### src/rtl/core/htok_pkg.sv
package htok_pkg;

	// One input byte of the HTTP stream
	typedef struct packed {
		logic [7:0] byte_in;
		logic       last_byte;
	} req_t;

	// One tagged token
	typedef struct packed {
		logic [2:0] field_kind;
		logic       has_char;
		logic [7:0] char_out;
		logic       field_end;
		logic       request_end;
	} tok_t;

	// Tokens produced by one byte, at most three
	localparam int unsigned STEP_MAX = 3;

	typedef struct packed {
		logic [1:0]         cnt;
		tok_t [STEP_MAX-1:0] ent;
	} step_t;

	typedef enum logic [3:0] {
		PH_VERB  = 4'd0,
		PH_GAP   = 4'd1,
		PH_PATH  = 4'd2,
		PH_QKEY  = 4'd3,
		PH_QVAL  = 4'd4,
		PH_PROTO = 4'd5,
		PH_HKEY  = 4'd6,
		PH_HGAP  = 4'd7,
		PH_HVAL  = 4'd8,
		PH_HEOL  = 4'd9,
		PH_HEND  = 4'd10,
		PH_BODY  = 4'd11
	} phase_t;

	localparam logic [2:0] KIND_VERB  = 3'd0;
	localparam logic [2:0] KIND_PATH  = 3'd1;
	localparam logic [2:0] KIND_QKEY  = 3'd2;
	localparam logic [2:0] KIND_QVAL  = 3'd3;
	localparam logic [2:0] KIND_PROTO = 3'd4;
	localparam logic [2:0] KIND_HKEY  = 3'd5;
	localparam logic [2:0] KIND_HVAL  = 3'd6;
	localparam logic [2:0] KIND_BODY  = 3'd7;

	localparam logic [1:0] ESC_IDLE = 2'd0;
	localparam logic [1:0] ESC_HI   = 2'd1;
	localparam logic [1:0] ESC_LO   = 2'd2;

	localparam logic [7:0] CH_PCT   = 8'h25;
	localparam logic [7:0] CH_QUEST = 8'h3F;
	localparam logic [7:0] CH_AMP   = 8'h26;
	localparam logic [7:0] CH_EQ    = 8'h3D;
	localparam logic [7:0] CH_COLON = 8'h3A;
	localparam logic [7:0] CH_CR    = 8'h0D;
	localparam logic [7:0] CH_LF    = 8'h0A;
	localparam logic [7:0] CH_TAB   = 8'h09;
	localparam logic [7:0] CH_SP    = 8'h20;

endpackage

### src/rtl/core/htok_parser.sv
module htok_parser (
	input  logic          clk,
	input  logic          arst_n,
	input  htok_pkg::req_t req,
	input  logic          adv,
	output htok_pkg::step_t step
);
	import htok_pkg::*;

	phase_t     phase_q;
	logic [1:0] esc_q;
	logic [7:0] held_q;
	logic       ls_q;

	phase_t     ph;
	logic [1:0] esc;
	logic [7:0] held;
	logic       ls;

	function automatic logic is_ws(input logic [7:0] b);
		return (b == CH_SP) || (b >= CH_TAB && b <= CH_CR);
	endfunction

	function automatic logic [4:0] hex_val(input logic [7:0] d);
		// bit 4: digit is valid
		logic [7:0] v;
		v = 8'd0;
		if (d >= 8'h61 && d <= 8'h66) v = d - 8'h57;
		else if (d >= 8'h41 && d <= 8'h46) v = d - 8'h37;
		else if (d >= 8'h30 && d <= 8'h39) v = d - 8'h30;
		return {(d >= 8'h61 && d <= 8'h66) || (d >= 8'h41 && d <= 8'h46) ||
			(d >= 8'h30 && d <= 8'h39), v[3:0]};
	endfunction

	function automatic logic [7:0] decode_pair(input logic [7:0] hi, input logic [7:0] lo);
		logic [4:0] h;
		logic [4:0] l;
		logic [7:0] acc;
		h = hex_val(hi);
		l = hex_val(lo);
		acc = h[4] ? {h[3:0], 4'd0} : CH_QUEST;
		if (l[4]) acc = acc + {4'd0, l[3:0]};
		return acc;
	endfunction

	function automatic tok_t mk(input logic [2:0] k, input logic has, input logic [7:0] ch,
		input logic fe);
		tok_t t;
		t.field_kind  = k;
		t.has_char    = has;
		t.char_out    = ch;
		t.field_end   = fe;
		t.request_end = 1'b0;
		return t;
	endfunction

	always_comb begin
		logic [7:0] b;
		logic       last;
		logic       bws;
		logic       crlf;
		logic       stop;
		logic       done;
		logic [2:0] k;
		logic       fin_open;
		logic [2:0] fin_kind;
		logic [1:0] n;
		tok_t       t;
		b        = req.byte_in;
		last     = req.last_byte;
		bws      = is_ws(b);
		crlf     = (b == CH_CR) || (b == CH_LF);
		ph       = phase_q;
		esc      = esc_q;
		held     = held_q;
		ls       = ls_q;
		stop     = 1'b0;
		done     = 1'b0;
		k        = KIND_VERB;
		n        = 2'd0;
		step     = '0;
		fin_open = 1'b1;
		fin_kind = KIND_VERB;
		t        = '0;

		// skip / hand-over phases
		case (ph)
			PH_GAP: begin
				if (bws) stop = 1'b1;
				else ph = PH_PATH;
			end
			PH_HGAP: begin
				if (bws) stop = 1'b1;
				else ph = PH_HVAL;
			end
			PH_HEOL: begin
				ph = PH_HKEY;
				ls = 1'b1;
				if (b == CH_LF) stop = 1'b1;
			end
			PH_HEND: begin
				if (crlf) stop = 1'b1;
				else ph = PH_BODY;
			end
			default: ;
		endcase

		if (!stop) begin
			case (ph)
				PH_PATH, PH_QKEY, PH_QVAL: begin
					k = (ph == PH_PATH) ? KIND_PATH :
						(ph == PH_QKEY) ? KIND_QKEY : KIND_QVAL;
					if (esc == ESC_HI) begin
						if (!last) begin
							held = b;
							esc  = ESC_LO;
							done = 1'b1;
						end else begin
							// escape cut off: literal '%'
							step.ent[n] = mk(k, 1'b1, CH_PCT, 1'b0);
							n = n + 2'd1;
							esc = ESC_IDLE;
						end
					end else if (esc != ESC_IDLE) begin
						step.ent[n] = mk(k, 1'b1, decode_pair(held_q, b), 1'b0);
						n = n + 2'd1;
						esc  = ESC_IDLE;
						done = 1'b1;
					end
					if (!done) begin
						if (bws) begin
							step.ent[n] = mk(k, 1'b0, 8'd0, 1'b1);
							n = n + 2'd1;
							ph = PH_PROTO;
						end else if (b == CH_PCT) begin
							if (last) begin
								step.ent[n] = mk(k, 1'b1, CH_PCT, 1'b0);
								n = n + 2'd1;
							end else begin
								esc = ESC_HI;
							end
						end else if (ph == PH_PATH && b == CH_QUEST) begin
							step.ent[n] = mk(k, 1'b0, 8'd0, 1'b1);
							n = n + 2'd1;
							ph = PH_QKEY;
						end else if (ph != PH_PATH && b == CH_EQ) begin
							step.ent[n] = mk(k, 1'b0, 8'd0, 1'b1);
							n = n + 2'd1;
							ph = PH_QVAL;
						end else if (ph != PH_PATH && b == CH_AMP) begin
							step.ent[n] = mk(k, 1'b0, 8'd0, 1'b1);
							n = n + 2'd1;
							ph = PH_QKEY;
						end else begin
							step.ent[n] = mk(k, 1'b1, b, 1'b0);
							n = n + 2'd1;
						end
					end
				end
				PH_PROTO: begin
					if (b == CH_LF) begin
						step.ent[n] = mk(KIND_PROTO, 1'b0, 8'd0, 1'b1);
						n = n + 2'd1;
						ph = PH_HKEY;
						ls = 1'b1;
					end else if (!bws) begin
						step.ent[n] = mk(KIND_PROTO, 1'b1, b, 1'b0);
						n = n + 2'd1;
					end
				end
				PH_HKEY: begin
					if (ls && crlf) begin
						// blank line
						ls = 1'b0;
						ph = PH_HEND;
					end else begin
						ls = 1'b0;
						if (b == CH_COLON) begin
							step.ent[n] = mk(KIND_HKEY, 1'b0, 8'd0, 1'b1);
							n = n + 2'd1;
							ph = PH_HGAP;
						end else begin
							step.ent[n] = mk(KIND_HKEY, 1'b1, b, 1'b0);
							n = n + 2'd1;
						end
					end
				end
				PH_HVAL: begin
					if (crlf) begin
						step.ent[n] = mk(KIND_HVAL, 1'b0, 8'd0, 1'b1);
						n = n + 2'd1;
						if (b == CH_CR) begin
							ph = PH_HEOL;
						end else begin
							ph = PH_HKEY;
							ls = 1'b1;
						end
					end else begin
						step.ent[n] = mk(KIND_HVAL, 1'b1, b, 1'b0);
						n = n + 2'd1;
					end
				end
				PH_BODY: begin
					step.ent[n] = mk(KIND_BODY, 1'b1, b, 1'b0);
					n = n + 2'd1;
				end
				default: begin
					if (bws) begin
						step.ent[n] = mk(KIND_VERB, 1'b0, 8'd0, 1'b1);
						n = n + 2'd1;
						ph = PH_GAP;
					end else begin
						step.ent[n] = mk(KIND_VERB, 1'b1, b, 1'b0);
						n = n + 2'd1;
						ph = PH_VERB;
					end
				end
			endcase
		end

		if (last) begin
			case (ph)
				PH_PATH:  fin_kind = KIND_PATH;
				PH_QKEY:  fin_kind = KIND_QKEY;
				PH_QVAL:  fin_kind = KIND_QVAL;
				PH_PROTO: fin_kind = KIND_PROTO;
				PH_HKEY: begin
					fin_kind = KIND_HKEY;
					fin_open = !ls;
				end
				PH_HVAL:  fin_kind = KIND_HVAL;
				PH_BODY:  fin_kind = KIND_BODY;
				PH_GAP, PH_HGAP, PH_HEOL, PH_HEND: fin_open = 1'b0;
				default:  fin_kind = KIND_VERB;
			endcase
			t = fin_open ? mk(fin_kind, 1'b0, 8'd0, 1'b1) : '0;
			t.request_end = 1'b1;
			step.ent[n] = t;
			n = n + 2'd1;
			// back to reset for the next request
			ph   = PH_VERB;
			esc  = ESC_IDLE;
			held = 8'd0;
			ls   = 1'b0;
		end
		step.cnt = n;
	end

	always_ff @(posedge clk or negedge arst_n) begin
		if (!arst_n) begin
			phase_q <= PH_VERB;
			esc_q   <= ESC_IDLE;
			held_q  <= 8'd0;
			ls_q    <= 1'b0;
		end else if (adv) begin
			phase_q <= ph;
			esc_q   <= esc;
			held_q  <= held;
			ls_q    <= ls;
		end
	end

endmodule

### src/rtl/core/htok_tok_fifo.sv
module htok_tok_fifo (
	input  logic           clk,
	input  logic           arst_n,
	input  logic           push,
	input  htok_pkg::step_t step,
	input  logic           pop,
	output htok_pkg::tok_t head,
	output logic [2:0]     level
);
	import htok_pkg::*;

	localparam int unsigned DEPTH = 4;

	tok_t       mem_q [DEPTH];
	logic [1:0] wr_q;
	logic [1:0] rd_q;
	logic [2:0] cnt_q;
	logic [1:0] n_push;

	assign n_push = push ? step.cnt : 2'd0;
	assign head   = mem_q[rd_q];
	assign level  = cnt_q;

	always_ff @(posedge clk) begin
		for (int i = 0; i < STEP_MAX; i++) begin
			if (2'(i) < n_push) mem_q[wr_q + 2'(i)] <= step.ent[i];
		end
	end

	always_ff @(posedge clk or negedge arst_n) begin
		if (!arst_n) begin
			wr_q  <= 2'd0;
			rd_q  <= 2'd0;
			cnt_q <= 3'd0;
		end else begin
			wr_q  <= wr_q + n_push;
			rd_q  <= rd_q + {1'b0, pop};
			cnt_q <= cnt_q + {1'b0, n_push} - {2'd0, pop};
		end
	end

endmodule

### src/rtl/core/http_request_tokenizer_core.sv
// channel | direction | payload          | handshake
// --------+-----------+------------------+-----------------------------
// req     | in        | htok_pkg::req_t  | req_valid / req_stall
// tok     | out       | htok_pkg::tok_t  | tok_valid / tok_stall
//
// One request byte is taken per cycle while req_stall is low; it waits in
// the input register until the parser advances and writes its tokens to
// the queue. A byte makes zero to three tokens; the queue drains one token
// per cycle while tok_stall is low, so the byte rate holds at one per cycle
// while no byte makes more than one token. req_stall rises when the input
// register is full and the queue holds two or more tokens. Reset (arst_n
// low) returns the parser to the verb phase and empties the queue.
module http_request_tokenizer_core (
	input  logic           clk,
	input  logic           arst_n,
	input  logic           req_valid,
	output logic           req_stall,
	input  htok_pkg::req_t req,
	output logic           tok_valid,
	input  logic           tok_stall,
	output htok_pkg::tok_t tok
);
	import htok_pkg::*;

	// input register stage
	logic  valid_s1;
	req_t  req_s1;

	// parser and queue
	step_t      step;
	logic       adv;
	logic [2:0] level;
	logic       pop;

	// The parser may write up to three tokens; a queue of four with at most
	// one token left always has room.
	assign adv       = valid_s1 && (level < 3'd2);
	assign req_stall = valid_s1 && !adv;

	always_ff @(posedge clk or negedge arst_n) begin
		if (!arst_n) begin
			valid_s1 <= 1'b0;
		end else if (!req_stall) begin
			valid_s1 <= req_valid;
		end
	end

	always_ff @(posedge clk) begin
		if (req_valid && !req_stall) req_s1 <= req;
	end

	// byte decode and parse state
	htok_parser u_parser (
		.clk    (clk),
		.arst_n (arst_n),
		.req    (req_s1),
		.adv    (adv),
		.step   (step)
	);

	// token queue, also the output register
	assign pop       = tok_valid && !tok_stall;
	assign tok_valid = (level != 3'd0);

	htok_tok_fifo u_fifo (
		.clk    (clk),
		.arst_n (arst_n),
		.push   (adv),
		.step   (step),
		.pop    (pop),
		.head   (tok),
		.level  (level)
	);

	// queue never overfills
	a_level_max: assert property (@(posedge clk) disable iff (!arst_n)
		level <= 3'd4)
		else $error("token queue overflow");

	// the last byte of a request always closes with a request_end token
	a_last_closes: assert property (@(posedge clk) disable iff (!arst_n)
		adv && req_s1.last_byte |->
			(step.cnt == 2'd1 && step.ent[0].request_end) ||
			(step.cnt == 2'd2 && step.ent[1].request_end) ||
			(step.cnt == 2'd3 && step.ent[2].request_end))
		else $error("last byte without request_end");

	// three tokens from one byte only when the byte ends the request
	a_three_only_last: assert property (@(posedge clk) disable iff (!arst_n)
		adv && step.cnt == 2'd3 |-> req_s1.last_byte)
		else $error("three tokens from a middle byte");

	// a push never lands while the queue lacks room for it
	a_room: assert property (@(posedge clk) disable iff (!arst_n)
		adv |=> level <= 3'd4 && $past(level) <= 3'd1)
		else $error("push without room");

endmodule

### config.mk
export PLATFORM = sky130hd
export DESIGN_NAME = http_request_tokenizer_core
export DESIGN_NICKNAME = d
export VERILOG_FILES = /design/src/rtl/core/htok_pkg.sv /design/src/rtl/core/htok_parser.sv /design/src/rtl/core/htok_tok_fifo.sv /design/src/rtl/core/http_request_tokenizer_core.sv
export SDC_FILE = /design/constraint.sdc
export NUM_CORES = 1
export LEC_CHECK = 0
export BUFFER_PORTS_ARGS = -buffer_cell sky130_fd_sc_hd__buf_2
export CAP_MARGIN = 20
export CORE_ASPECT_RATIO = 1.1
export CORE_UTILIZATION = 55
export CTS_BUF_LIST = sky130_fd_sc_hd__clkbuf_16
export DETAILED_ROUTE_END_ITERATION = 6
export HOLD_SLACK_MARGIN = 0.15
export PLACE_DENSITY = 0.72
export SLEW_MARGIN = 25
export SYNTH_ARGS = -nofsm -noshare
export SYNTH_HDL_FRONTEND = slang
export SYNTH_SLANG_ARGS = --single-unit
### constraint.sdc
create_clock -name clk -period 5.3 [get_ports clk]
set_input_delay 1.06 -clock clk [delete_from_list [all_inputs] [get_ports clk]]
set_output_delay 1.06 -clock clk [all_outputs]
set_load 0.01 [all_outputs]
Yosys cells after proc, flatten, opt, wreduce, memory -nomap -nowiden
Memory sizes are Yosys's and may differ from the RTL's.
Index checks and enable logic that the tools add are counted.
{"block": "word_totals", "ff_bits": 32, "mem_count": 1, "out_inout_bits": 16, "input_bits": 13, "ramBits": 56}
{"block": "classes", "magnitude_cmp": 22, "n_eq_ne": 33, "n_reduce_logical": 36, "addsub": 15, "mux": 122}
{"name": "u_fifo.mem_q", "depth": 4, "width": 14, "rd": 1, "rd_clocked_by_memory_dff": 0, "wr": 3, "line": "htok_tok_fifo.sv:14", "text": "tok_t mem_q [DEPTH];"}
{"op": "42-bit two-way mux", "count": 9}
{"op": "42-bit bitwise mux", "count": 4}
{"op": "14-bit two-way mux", "count": 11}
{"op": "4-bit two-way mux", "count": 30}
{"op": "14-bit one-hot mux with 5 select lines", "count": 1}
{"op": "14-bit demux with 2-bit select", "count": 2}
{"op": "8-bit by 6-bit == test with 1-bit output (second input constant)", "count": 6}
{"op": "8-bit two-way mux", "count": 6}
{"op": "2-bit two-way mux", "count": 19}
{"op": "11-bit two-way mux", "count": 3}
{"op": "4-bit by 3-bit == test with 1-bit output (second input constant)", "count": 8}
{"op": "4-bit == test (second input constant)", "count": 8}
{"op": "8-bit by 7-bit >= comparator with 1-bit output (second input constant)", "count": 4}
{"op": "8-bit by 7-bit <= comparator with 1-bit output (second input constant)", "count": 4}
{"op": "28-bit two-way mux", "count": 1}
{"op": "1-bit two-way mux", "count": 27}
{"op": "3-bit one-hot mux with 7 select lines", "count": 1}
{"op": "4-bit one-hot mux with 5 select lines", "count": 1}
{"op": "1-bit logical AND", "count": 17}
{"op": "4-bit by 2-bit == test with 1-bit output (second input constant)", "count": 4}
{"op": "8-bit by 4-bit == test with 1-bit output (second input constant)", "count": 2}
{"op": "8-bit by 6-bit >= comparator with 1-bit output (second input constant)", "count": 2}
{"op": "8-bit by 6-bit <= comparator with 1-bit output (second input constant)", "count": 2}
{"op": "4-bit one-hot mux with 4 select lines", "count": 1}
{"op": "other kinds (33)", "count": 55}

Longest topological paths before layout
Gate-level depths: netlist of the first run.
{"block": "logic_depth", "word_depth": 27, "mapped_depth": 21, "mapped_depth_nobuf": 18}

By module
From an unflattened synthesis of the first run, not the netlist that was laid out.
{"block": "hier_totals", "cells_unflattened": 742, "area_unflattened_um2": 7893.8}
{"mod": "htok_tok_fifo", "seq_area_each_um2": 1856.8, "area_each_um2": 3982.6, "cells_per_inst": 246, "n_inst": 1}
{"mod": "htok_parser", "seq_area_each_um2": 375.4, "area_each_um2": 3562.2, "cells_per_inst": 479, "n_inst": 1}
{"mod": "http_request_tokenizer_core", "seq_area_each_um2": 295.3, "area_each_um2": 349.1, "cells_per_inst": 17, "n_inst": 1}

Worst setup path after synthesis of the first run
OpenSTA, ideal clock, no wires.
{"block": "synth_timing", "path_type": "register to register", "startpoint": "register req_s1[2] in the netlist's numbering", "endpoint": "memory u_fifo.mem_q[0][0] in the netlist's numbering (enable)", "stages_incl_launch_ff": 17, "required_ns": 4.910, "path_slack_ns": 0.629, "t_arrival_ns": 4.282, "path_cell_list": "edfxtp_1 -> inv_1 -> ha_1 -> clkbuf_1 -> mux2_2 -> or3b_1 -> buf_2 -> o21bai_2 -> a21boi_1 -> a21oi_4 -> inv_1 -> ha_1 -> or3_1 -> o31a_1 -> nor2_1 -> o21ai_0 -> a21oi_1"}
{"element": "from (decl)", "line": "http_request_tokenizer_core.sv:27", "text": "req_t req_s1;"}
{"element": "from (signal assigned)", "line": "http_request_tokenizer_core.sv:49", "text": "if (req_valid && !req_stall) req_s1 <= req;"}
{"element": "to (decl)", "line": "htok_tok_fifo.sv:14"}

==> results of run 1 <==
## state kept, by name, summed over array words and instances, names as in the netlist
register / cells
u_parser.esc_q: 2
u_parser.held_q: 8
u_fifo.rd_q: 2
u_fifo.wr_q: 2
u_fifo.mem_q: 56
u_fifo.level: 3
u_parser.ls_q: 1
u_parser.phase_q: 4
valid_s1: 1
req_s1: 9
## worst max path at each step
stage | endpoint | cells past startpoint | slack (ns)
after CTS | u_fifo.mem_q[1][7] | 16 | 0.15
after detailed placement | u_fifo.mem_q[1][7] | 16 | 0.20
final | u_fifo.mem_q[3][5] | 17 | 0.30
after global placement | u_fifo.mem_q[3][7] | 16 | 0.36
after floorplan | u_fifo.mem_q[0][0] | 16 | 0.63
after global routing | u_fifo.mem_q[3][11] | 16 | 0.009
## cells in the mapped netlist, types with 5 or more instances
cell,number
a21boi_1,5
a21oi_1,34
a22oi_1,13
a31o_1,5
a31oi_1,6
and2_1,8
buf_1,6
clkbuf_1,28
dfrtp_1,23
edfxtp_1,65
ha_1,22
inv_1,30
mux4_2,14
nand2_1,65
nand2b_1,13
nand3_1,20
nand3b_1,5
nor2_1,44
nor2b_1,10
nor3_1,19
nor3b_1,5
o211ai_1,5
o21a_1,8
o21ai_0,32
o21ai_1,12
o221ai_1,8
o22ai_1,40
o2bb2ai_1,7
or2_2,7
or3_1,8
xnor2_1,5
xor2_1,7
## worst min-delay path, delay by kind of cell, from the launching register on
kind	cells	cell delay (ns)
flops	1	0.35
compound gates	1	0.06
simple gates	1	0.05
## stage by stage
| stage | std cells | hold WS [ns] | utilization | power (mW) |
|---|---|---|---|---|
| floorplan | 691 | 0.451 | - | 2.18 |
| global placement | 859 | 0.468 | 0.604 | 2.61 |
| detailed placement | 859 | 0.481 | 0.604 | 2.65 |
| CTS | 875 | 0.498 | 0.630 | 3.28 |
| global route | 875 | 0.550 | 0.631 | 3.47 |
| finish | 875 | 0.496 | 0.631 | 3.29 |
## where the power goes
| group | internal (mW) | switching, mW |
|---|---|---|
| logic | 0.617 | 0.880 |
| clock network | 0.333 | 0.297 |
| registers | 0.970 | 0.196 |
## kinds of logic (layout without fill, tap and decap cells)
logic type,after synthesis,after routing
compound gates,245,245
simple gates,229,229
flops,88,88
buf+inv,73,107
fa+ha+maj,24,24
mux,18,18
xor+xnor,14,14
## final cells by class
class	count	area [um^2]
Multi-Input combinational cell	530	3820
Fill cell	1001	4280
Clock buffer	9	225
Inverter	34	128
Clock inverter	7	73.8
Sequential cell	88	2530
Tap cell	150	188
Timing Repair Buffer	57	358
## repair_timing
action                                  CTS  global route
endpoints found under the hold margin     0             0
endpoints found under the setup margin    0            26
hold buffers                              0             0
gates resized for setup                   0             5
## routing by layer
metal,routed length (um),up-vias
li1,-,2732
met1,7740,2919
met2,9310,362
met3,1550,68
met4,809,0
met5,0,-
==> metrics.md, run 1 <==
| Metric | Value |
|---|---|
| Clk buf depth | `2` |
| Gr ovfl total | `0` |
| Slowest CP cell | `edfxtp_1` |
| Layout Skew | `0.0124 ns` |
| Hold Crit Depth | `2` |
| DP Area | `7000 um^2` |
| First-pass GRT wire length | `30.1 mm` |
| Cts bufs inserted | `9` |
| Clock root buffer | `clkbuf_16` |
| RSZ-0062 raised after global routing | `false` |
| Clk_lat worst skew | `approximately 0.34 ns` |
| Main combinational cell family by area after synthesis | `compound AO/OA/AOI/OAI gates` |
| Crit-path max cell delay | `0.55 ns` |
| Port Buf Inserts | `28` |
| Slew at the pin with the worst max-slew slack | `between 0.9 and 1 ns` |
| Avg Inst Size Synth | `9.57 um^2` |
| Htree depth | `3` |
| Crit Path Category | `reg2reg` |
| DR WL/cell | `22.2 um` |
| Adder-cell share of the synthesized area | `0.0477` |
| Post-Synthesis Cells | `691` |
| Clk slew on worst S/H paths | `0.07 ns` |
| Hold path startpoint | `u_parser.ls_q` |
| Req. time, crit path | `approximately 5.4 ns` |
| Crit path cell chain | `inv_1 > ha_1 > and3b_1 > o21ai_1 > a2111oi_4 > or2_1 > a21oi_4 > inv_1 > ha_1 > or3_1 > o31a_1 > nor2_2 > and2_1 > a31oi_1 > nand2_1 > buf_4 > o22ai_1` |
| Post-synth top area share | `0.295` |
| Drt via density | `6.95` |
| Pleak | `between 2 and 3 nW` |
| Largest net degree at the start of global routing | `24` |
| CP startpoint | `req_s1[1]` |
| Nets | `757` |
| HPWL Detailed | `14.8 mm` |
| TritonCTS Sinks | `88` |
| M3 GR Usage | `0.0476` |
| Top-Level Pins | `29` |
| Post-synth top area cell | `edfxtp_1` |
| Setup TNS | `0 ns` |
| Post-CTS setup buffer count | `0` |
| CTS tree | `built` |
| Setup slack, reg-to-reg | `between 0.2 and 0.3 ns` |
| Complex-gate fraction of the synthesized area | `0.270` |
| Ys async rst share | `0.261` |
| Distinct cells, synth | `98` |
| Critical Path Sink Type | `flop` |
| Power per cell area | `approximately 450 nW/um^2` |
| Most common cell after layout, fill and taps aside | `edfxtp_1` |
| Worst VDD drop | `0.000230 V` |
| Sequential fraction of the synthesis area | `0.382` |
| Num rows | `about 40` |
| Critical Path AT | `5.08 ns` |
| Setup ws final | `between 0.2 and 0.3 ns` |
| Via count | `between 6k and 7k` |
| Initial antenna violation count | `0` |
| Worst relative slew slack | `0.364` |
| Max-slew violation count | `0` |
| Pre-CTS setup slack | `0.202 ns` |
| EDFF count, synth | `65` |
| Final Hold Viols | `0` |
| Ranking of synthesized cells by area | `edfxtp_1, dfrtp_1, mux4_2` |
| Critical path launch point type | `flop` |
| Mux share of post-synthesis cell area | `0.0549` |
| Initial Util | `0.570` |
| Reg-to-reg critical path startpoint | `req_s1[1]` |
| CP Buf/Inv Count | `3` |
| Synth Area in Simple Gates | `0.181` |
| Xor and xnor area share after synthesis | `0.0208` |
| Die Span X | `roughly 110 um` |
| Layout cells sized above 1 | `0.186` |
| Core box area | `11600 um^2` |
| GR Util All Layers | `0.318` |
| Crit-path max FO | `15` |
| Final worst-path cycle share | `0.944` |
| Met2 usage in global routing | `0.535` |
| Hold Path Class | `reg2reg` |
| Worst R2R End | `u_fifo.mem_q[3][5]` |
| GPL Wtd Cong | `0.992` |
| YS warnings | `0` |
| Status | `finished clean` |
| Most frequent cells in the layout | `edfxtp_1, nand2_1, nor2_1` |
| Synth Register Bits | `just under 90` |
| Hold path endpoint | `u_parser.ls_q` |
| Post-route DRC violation count | `0` |
| Fin area | `7320 um^2` |
| P&R area growth vs syn | `10.6%` |
| Period minus WS final | `5.00 ns` |
| Reg2Reg Depth | `17` |
| Detailed Route WL | `19.4 mm` |
| Drt initial violations | `557` |
| Critical path's top delay family | `simple AND/OR/NAND/NOR gates` |
| Syn_nets | `728` |
| Top_reg_cell synth | `edfxtp_1` |
| ANT nets after route | `0` |
| GRT Max-Usage Layer | `met2` |
| Die area | `roughly 12000 um^2` |
| Cell Area, Synth | `between 6000 and 7000 um^2` |
| Final setup vio count | `0` |
| N_diodes | `0` |
| Fmax achieved | `200 MHz` |
| GR Util met1 | `0.408` |
| Number of global-route vias before repair | `5635` |
| TritonRoute pass-1 iters | `5` |
| Max-Cap Viols | `0` |
| Die Y | `approximately 120 um` |
Power figures use the tool's default switching activity.
==> inputs of run 2 (changes only) <==
ABC_AREA = 1   (was unset)
CTS_CLUSTER_DIAMETER = 60   (was unset)
==> run 2 against run 1 <==
Effect of this change:
- die area decreased by 1.7%
- final cell count increased by 20%
- count of clock-buffer cells in the layout unchanged
- sequential share of layout area increased by 0.65 points
- non-clock buffer count decreased by 16
- synthesized cell count increased by 24%
- largest cell class unchanged
- combinational power increased by 26%
- critical path depth increased by 11
- first-iteration DRC count decreased by 29%
- via count increased by 0.13%
- sequential power about the same
- critical endpoint is now u_fifo.mem_q[0][10]
==> metrics.md, run 2 <==
| Metric | Value |
|---|---|
| Status | `finished clean` |
| Ys async rst share | `0.261` |
| Sw Share | `0.463` |
| Die Span X | `106 um` |
| Fin cells | `1049` |
| Layout Skew | `0.0103 ns` |
| Critical path launch point type | `flop` |
| Period minus WS final | `4.83 ns` |
| Worst VDD drop | `0.000303 V` |
| GPL Wtd Cong | `around 1` |
| Ranking of synthesized cells by area | `edfxtp_1, nand2_1, dfrtp_1` |
| Pleak | `between 3 and 4 nW` |
| Fmax achieved | `207 MHz` |
| Number of global-route vias before repair | `between 5k and 6k` |
| Clk_lat worst skew | `0.36 ns` |
| Final worst-path cycle share | `0.910` |
| Crit Path Category | `reg2reg` |
| Register area | `2530 um^2` |
| Reg2Reg Depth | `28` |
| Cts hold-fix bufs | `0` |
| Sequential fraction of the synthesis area | `0.389` |
| Reg-to-reg critical path startpoint | `req_s1[2]` |
| N_diodes | `0` |
| Req. time, crit path | `5.34 ns` |
| Setup TNS | `0 ns` |
| Max-Cap Viols | `0` |
| Power per cell area | `519 nW/um^2` |
| Net load switching power | `roughly 1.7 mW` |
| Clock power share | `0.176` |
| Worst R2R End | `u_fifo.mem_q[0][10]` |
| Setup crit end | `u_fifo.mem_q[0][10]` |
| Placed cells | `slightly above 1k` |
| Combinational share of power | `0.507` |
| Num rows | `41` |
| Drt via density | `5.80` |
| Hold Path Class | `reg2reg` |
| RSZ-0062 raised after global routing | `false` |
| Layout cells sized above 1 | `0.171` |
| TritonRoute pass-1 iters | `5` |
| DR WL/cell | `17.7 um` |
| GR Util All Layers | `0.318` |
| Top-Level Pins | `29` |
| HPWL Detailed | `between 10 and 15 mm` |
| Distinct cells, synth | `55` |
| Die area | `12300 um^2` |
| Clock root buffer | `clkbuf_16` |
| Clk slew on worst S/H paths | `about 0.070 ns` |
| Top flop regs | `u_fifo.mem_q: 56 flops, req_s1: 9 flops, u_parser.held_q: 8 flops` |
| First-pass GRT wire length | `30.0 mm` |
| Post-route DRC violation count | `0` |
| Most frequent cells in the layout | `nand2_1, inv_1, nor2_1` |
| Crit-path max cell delay | `0.44 ns` |
| Crit-path max FO | `14` |
| Nets | `approximately 930` |
| Most common cell after layout, fill and taps aside | `nand2_1` |
| EDFF count, synth | `between 60 and 70` |
| TritonCTS Sinks | `88` |
| Slowest CP cell | `edfxtp_1` |
| Max-slew violation count | `0` |
| Clk buf depth | `2` |
| CP startpoint | `req_s1[2]` |
| Largest register by flop count | `u_fifo.mem_q` |
| Cts bufs inserted | `9` |
| Port Buf Inserts | `28` |
| Die Y | `116 um` |
| Initial antenna violation count | `0` |
| Largest net degree at the start of global routing | `31` |
| Avg Inst Size Synth | `about 7.6 um^2` |
| Multi-input gate area | `3410 um^2` |
| Post-synth top area share | `0.300` |
| Final Hold Viols | `0` |
| Final setup vio count | `0` |
| Synth top cells by count | `nand2_1, inv_1, nor2_1` |
| Slew at the pin with the worst max-slew slack | `about 0.87 ns` |
| Gr ovfl total | `0` |
| Fill cells | `1013` |
| Cell Area, Synth | `6500 um^2` |
| Via count | `6089` |
| Synth Register Bits | `between 80 and 90` |
| Post-synth top area cell | `edfxtp_1` |
| Critical Path Sink Type | `flop` |
| ANT nets after route | `0` |
| Core box area | `11500 um^2` |
| Initial Util | `0.566` |
| Setup slack, reg-to-reg | `0.47 ns` |
| Count leader, synth | `nand2_1` |
| Worst relative slew slack | `0.416` |
| Detailed Route WL | `18.5 mm` |
| Post-Synthesis Cells | `854` |
| Max FFs per register | `56` |
| P&R area growth vs syn | `10.5%` |
| Share of power burned in registers | `0.317` |
| CTS tree | `built` |
| Drt initial violations | `roughly 400` |
| Internal power | `2.00 mW` |
| YS warnings | `0` |
| Htree depth | `3` |
| Top_reg_cell synth | `edfxtp_1` |
| Syn_nets | `891` |
| Critical Path AT | `4.87 ns` |
[run 2: repair_timing]
item | in CTS | in global routing
hold endpoints to repair | 0 | 0
buffers inserted | 0 | 4
setup endpoints to repair | 0 | 28
gates resized for setup | 0 | 3
[run 2: worst min-delay path by stage]
| stage | start | end | slack [ns] | cells past startpoint |
|---|---|---|---|---|
| CTS | u_fifo.level[2] | u_fifo.level[2] | 0.49 | 1 |
| floorplan | u_fifo.level[2] | u_fifo.level[2] | 0.46 | 1 |
| finish | u_fifo.level[2] | u_fifo.level[2] | 0.49 | 1 |
| global route | u_fifo.level[2] | u_fifo.level[2] | 0.52 | 1 |
| global placement | u_fifo.level[2] | u_fifo.level[2] | 0.47 | 1 |
| detailed placement | u_fifo.level[2] | u_fifo.level[2] | 0.47 | 1 |
[run 2: cells by family after synthesis]
| logic type | count (synthesis) | share of synthesized area |
|---|---|---|
| AOI/OAI and AO/OA | 184 | 0.169 |
| xor gates and xnor gates | 6 | 0.00808 |
| adders and majority gates | 24 | 0.0485 |
| buffers and inverters | 144 | 0.0887 |
| DFF | 88 | 0.389 |
| muxes | 3 | 0.00462 |
| and+or+nand+nor | 405 | 0.293 |
[run 2: metal layers]
| layer | part of all wire | up-vias | track usage |
|---|---|---|---|
| met3 | 0.053 | 43 | 0.0326 |
| met2 | 0.50 | 238 | 0.580 |
| li1 | - | 2964 | - |
| met1 | 0.42 | 2844 | 0.389 |
| met4 | 0.031 | 0 | 0.122 |
| met5 | 0 | - | 0 |
[run 2: power by group through the flow]
stage	logic [mW]	clock network, mW	registers (mW)
floorplan	1.36	0	1.13
CTS	1.86	0.662	1.18
detailed placement	1.85	0	1.20
finish	1.89	0.656	1.18
global route	2.10	0.689	1.21
global placement	1.81	0	1.19
[run 2: area by class of cell]
class	count	area share
clock inverter	7	0.0120
inverter	132	0.0704
sequential	88	0.352
multi-input combinational	622	0.475
clock buffer	9	0.0314
timing repair buffer	41	0.0331
tap	150	0.0261
[run 2: through the flow]
stage,total power [mW],utilization,hold WS [ns],cell area [um^2],setup WS (ns)
2_1_floorplan,2.49,-,0.458,6500,0.719
3_3_place_gp,3.00,0.594,0.474,6830,0.492
3_5_place_dp,3.05,0.594,0.474,6830,0.289
4_1_cts,3.71,0.622,0.489,7140,0.248
5_1_grt,3.99,0.625,0.523,7180,0.00186
6_report,3.73,0.625,0.488,7180,0.475
[run 2: critical path, delay by kind of cell, from the launching register on]
kind	cells	cell delay (ns)
AND/OR/NAND/NOR	14	1.84
flip-flops	1	0.44
adder cells (fa/ha/maj)	2	0.54
buffers and inverters	7	0.98
AO/OA/AOI/OAI	5	0.74
==> inputs of run 3 (changes only) <==
--- a/config.mk
+++ b/config.mk
@@ -9,11 +9,13 @@
 export BUFFER_PORTS_ARGS = -buffer_cell sky130_fd_sc_hd__buf_2
 export CAP_MARGIN = 20
+export CELL_PAD_IN_SITES_DETAIL_PLACEMENT = 0
+export CELL_PAD_IN_SITES_GLOBAL_PLACEMENT = 1
 export CORE_ASPECT_RATIO = 1.1
-export CORE_UTILIZATION = 55
+export CORE_UTILIZATION = 47
 export CTS_BUF_LIST = sky130_fd_sc_hd__clkbuf_16
 export CTS_CLUSTER_DIAMETER = 60
 export DETAILED_ROUTE_END_ITERATION = 6
 export HOLD_SLACK_MARGIN = 0.15
-export PLACE_DENSITY = 0.72
+export PLACE_DENSITY = 0.81
 export SLEW_MARGIN = 25
 export SYNTH_ARGS = -nofsm -noshare
==> constraint.sdc (replaced) <==
create_clock -name clk -period 5.3 [get_ports clk]
set_input_delay 0.53 -clock clk [delete_from_list [all_inputs] [get_ports clk]]
set_output_delay 0.53 -clock clk [all_outputs]
set_load 0.01 [all_outputs]
==> run 3 against run 2 <==
Effect of this change:
- wire length grew 1.6%
- die area grew 17%
- worst hold slack lost 0.31 ns
- total power is essentially flat
- count of clock-buffer cells in the layout is the same
- final area grew 0.28%
- final cell count grew 3.1%
- sequential share of layout area shrank 0.098 points
- clock skew grew 0.0037 ns
- critical path depth shrank 2
- utilization shrank 8.4 points
- critical endpoint is now u_fifo.mem_q[0][2]
- largest power group unchanged
==> metrics.md, run 3 (same netlist as run 2, synthesis figures left out) <==
| Metric | Value |
|---|---|
| P&R area growth vs syn | `10.8%` |
| Net load switching power | `1.70 mW` |
| N_diodes | `0` |
| Crit-path max FO | `10` |
| Top flop regs | `u_fifo.mem_q: 56 flops, req_s1: 9 flops, u_parser.held_q: 8 flops` |
| Worst path depth | `26` |
| HPWL Detailed | `14.9 mm` |
| Clock power share | `0.178` |
| Slowest CP cell | `edfxtp_1` |
| Reg2Reg Depth | `26` |
| Largest net degree at the start of global routing | `31` |
| Post-route DRC violation count | `0` |
| GPL Wtd Cong | `0.949` |
| Fin area | `7200 um^2` |
| Met2 usage in global routing | `0.477` |
| Hold Path Class | `in2async` |
| Critical Path Sink Type | `flop` |
| Final setup vio count | `0` |
| Drt initial violations | `just over 500` |
| Final worst-path cycle share | `0.906` |
| Die Span X | `114 um` |
| Layout cells sized above 1 | `0.168` |
| Power per cell area | `518 nW/um^2` |
| Cts bufs inserted | `9` |
| Status | `finished clean` |
| Top-Level Pins | `29` |
| Die Y | `roughly 130 um` |
| CTS tree | `built` |
| Htree depth | `3` |
| Setup TNS | `0 ns` |
| Critical path launch point type | `flop` |
| Sw Share | `0.456` |
| M3 GR Usage | `0.0349` |
| Detailed Route WL | `18.8 mm` |
| CP startpoint | `req_s1[2]` |
| Most common cell after layout, fill and taps aside | `nand2_1` |
| TritonRoute pass-1 iters | `5` |
| Most frequent cells in the layout | `nand2_1, inv_1, nor2_1` |
| Setup slack, reg-to-reg | `0.50 ns` |
| Req. time, crit path | `5.35 ns` |
| Clk slew on worst S/H paths | `approximately 0.070 ns` |
| Worst R2R End | `u_fifo.mem_q[0][2]` |
| Die area | `14300 um^2` |
| Critical path's top delay family | `simple AND/OR/NAND/NOR gates` |
| Port Buf Inserts | `28` |
| Slew at the pin with the worst max-slew slack | `0.877 ns` |
| Core box area | `13300 um^2` |
| TritonCTS Sinks | `88` |
| Share of power burned in registers | `0.318` |
| Fmax achieved | `208 MHz` |
| Initial Util | `0.488` |
| Num rows | `44` |
| Worst VDD drop | `approximately 0.00018 V` |
| Combinational share of power | `0.505` |
| RSZ-0062 raised after global routing | `false` |
| Max FFs per register | `56` |
| Largest register by flop count | `u_fifo.mem_q` |
| Clk buf depth | `2` |
| Number of global-route vias before repair | `5823` |
| Setup crit end | `u_fifo.mem_q[0][2]` |
| Reg-to-reg critical path startpoint | `req_s1[2]` |
| Drt via density | `approximately 5.6` |
| First-pass GRT wire length | `29.9 mm` |
| Max-slew violation count | `0` |
| Top cell by count, worst path | `nand2_4` |
| Critical Path AT | `4.85 ns` |
| Clk_lat worst skew | `0.36 ns` |
| Period minus WS final | `about 4.8 ns` |
| GR Util All Layers | `0.273` |
| DP Area | `slightly below 7000 um^2` |
| Crit-path max cell delay | `0.48 ns` |
| Nets | `929` |
| Initial antenna violation count | `0` |
| Layout Skew | `around 0.014 ns` |
| Via count | `6016` |
| Gr ovfl total | `0` |
| Crit Path Category | `reg2reg` |
| Internal power | `2.03 mW` |
| Clock root buffer | `clkbuf_16` |
| Final Hold Viols | `0` |
| Fill cells | `1345` |
| Post-CTS setup buffer count | `0` |
| CP Buf/Inv Count | `6` |
| ANT nets after route | `0` |
| GR Util met1 | `0.339` |
| GRT Max-Usage Layer | `met2` |
| Worst relative slew slack | `0.413` |
| DR WL/cell | `17.4 um` |
| Max-Cap Viols | `0` |
| Pleak | `3.18 nW` |
[run 3: final cells by class]
type | instances | area, um^2 | area share
clock buffers | 9 | 225 | 0.0313
clock inverters | 7 | 76.3 | 0.0106
inverters | 132 | 505 | 0.0702
multi-input cells | 622 | 3410 | 0.474
flip-flops and latches | 88 | 2530 | 0.351
well taps | 184 | 230 | 0.0320
repair buffers | 39 | 223 | 0.0309
[run 3: worst min path at each step]
stage               slack, ns  depth (start not counted)                  end
floorplan                0.23                          0      u_fifo.level[0]
global placement         0.48                          1      u_fifo.level[2]
detailed placement       0.49                          1      u_fifo.level[2]
CTS                      0.20                          1  u_parser.phase_q[3]
global route             0.24                          1   u_parser.held_q[5]
finish                   0.18                          1   u_parser.held_q[5]
[run 3: worst reg2reg max path, delay by kind of cell (launching register included)]
family | cells | cell delay, ns
adders and majority gates | 2 | 0.52
buffers and inverters | 6 | 0.84
and+or+nand+nor | 13 | 1.69
DFF | 1 | 0.48
AOI/OAI and AO/OA | 5 | 0.96
[run 3: repair_timing]
| item | in CTS | in global routing |
|---|---|---|
| endpoints found under the setup margin | 0 | 23 |
| hold buffers | 0 | 0 |
| resized for setup | 0 | 3 |
[run 3: routing by layer]
metal | share of wire | wire length, um
met4 | 0.031 | 578
met3 | 0.043 | 806
met5 | 0 | 0
met2 | 0.49 | 9240
met1 | 0.44 | 8210
[run 3: through the flow]
step / std cells / hold slack (ns) / setup WS [ns] / total power [mW] / utilization
after floorplan: 854 / 0.234 / 0.719 / 2.49 / -
after global placement: 1065 / 0.477 / 0.443 / 3.03 / 0.517
after detailed placement: 1065 / 0.488 / 0.244 / 3.06 / 0.517
after CTS: 1081 / 0.202 / 0.205 / 3.73 / 0.540
after global routing: 1081 / 0.236 / 0.0294 / 3.99 / 0.540
final: 1081 / 0.179 / 0.500 / 3.73 / 0.540
[run 3: power by group through the flow]
| stage | clock network, mW | logic (mW) | registers, mW |
|---|---|---|---|
| floorplan | 0 | 1.36 | 1.13 |
| global placement | 0 | 1.84 | 1.19 |
| detailed placement | 0 | 1.86 | 1.20 |
| CTS | 0.672 | 1.87 | 1.19 |
| global route | 0.691 | 2.10 | 1.21 |
| finish | 0.662 | 1.88 | 1.19 |
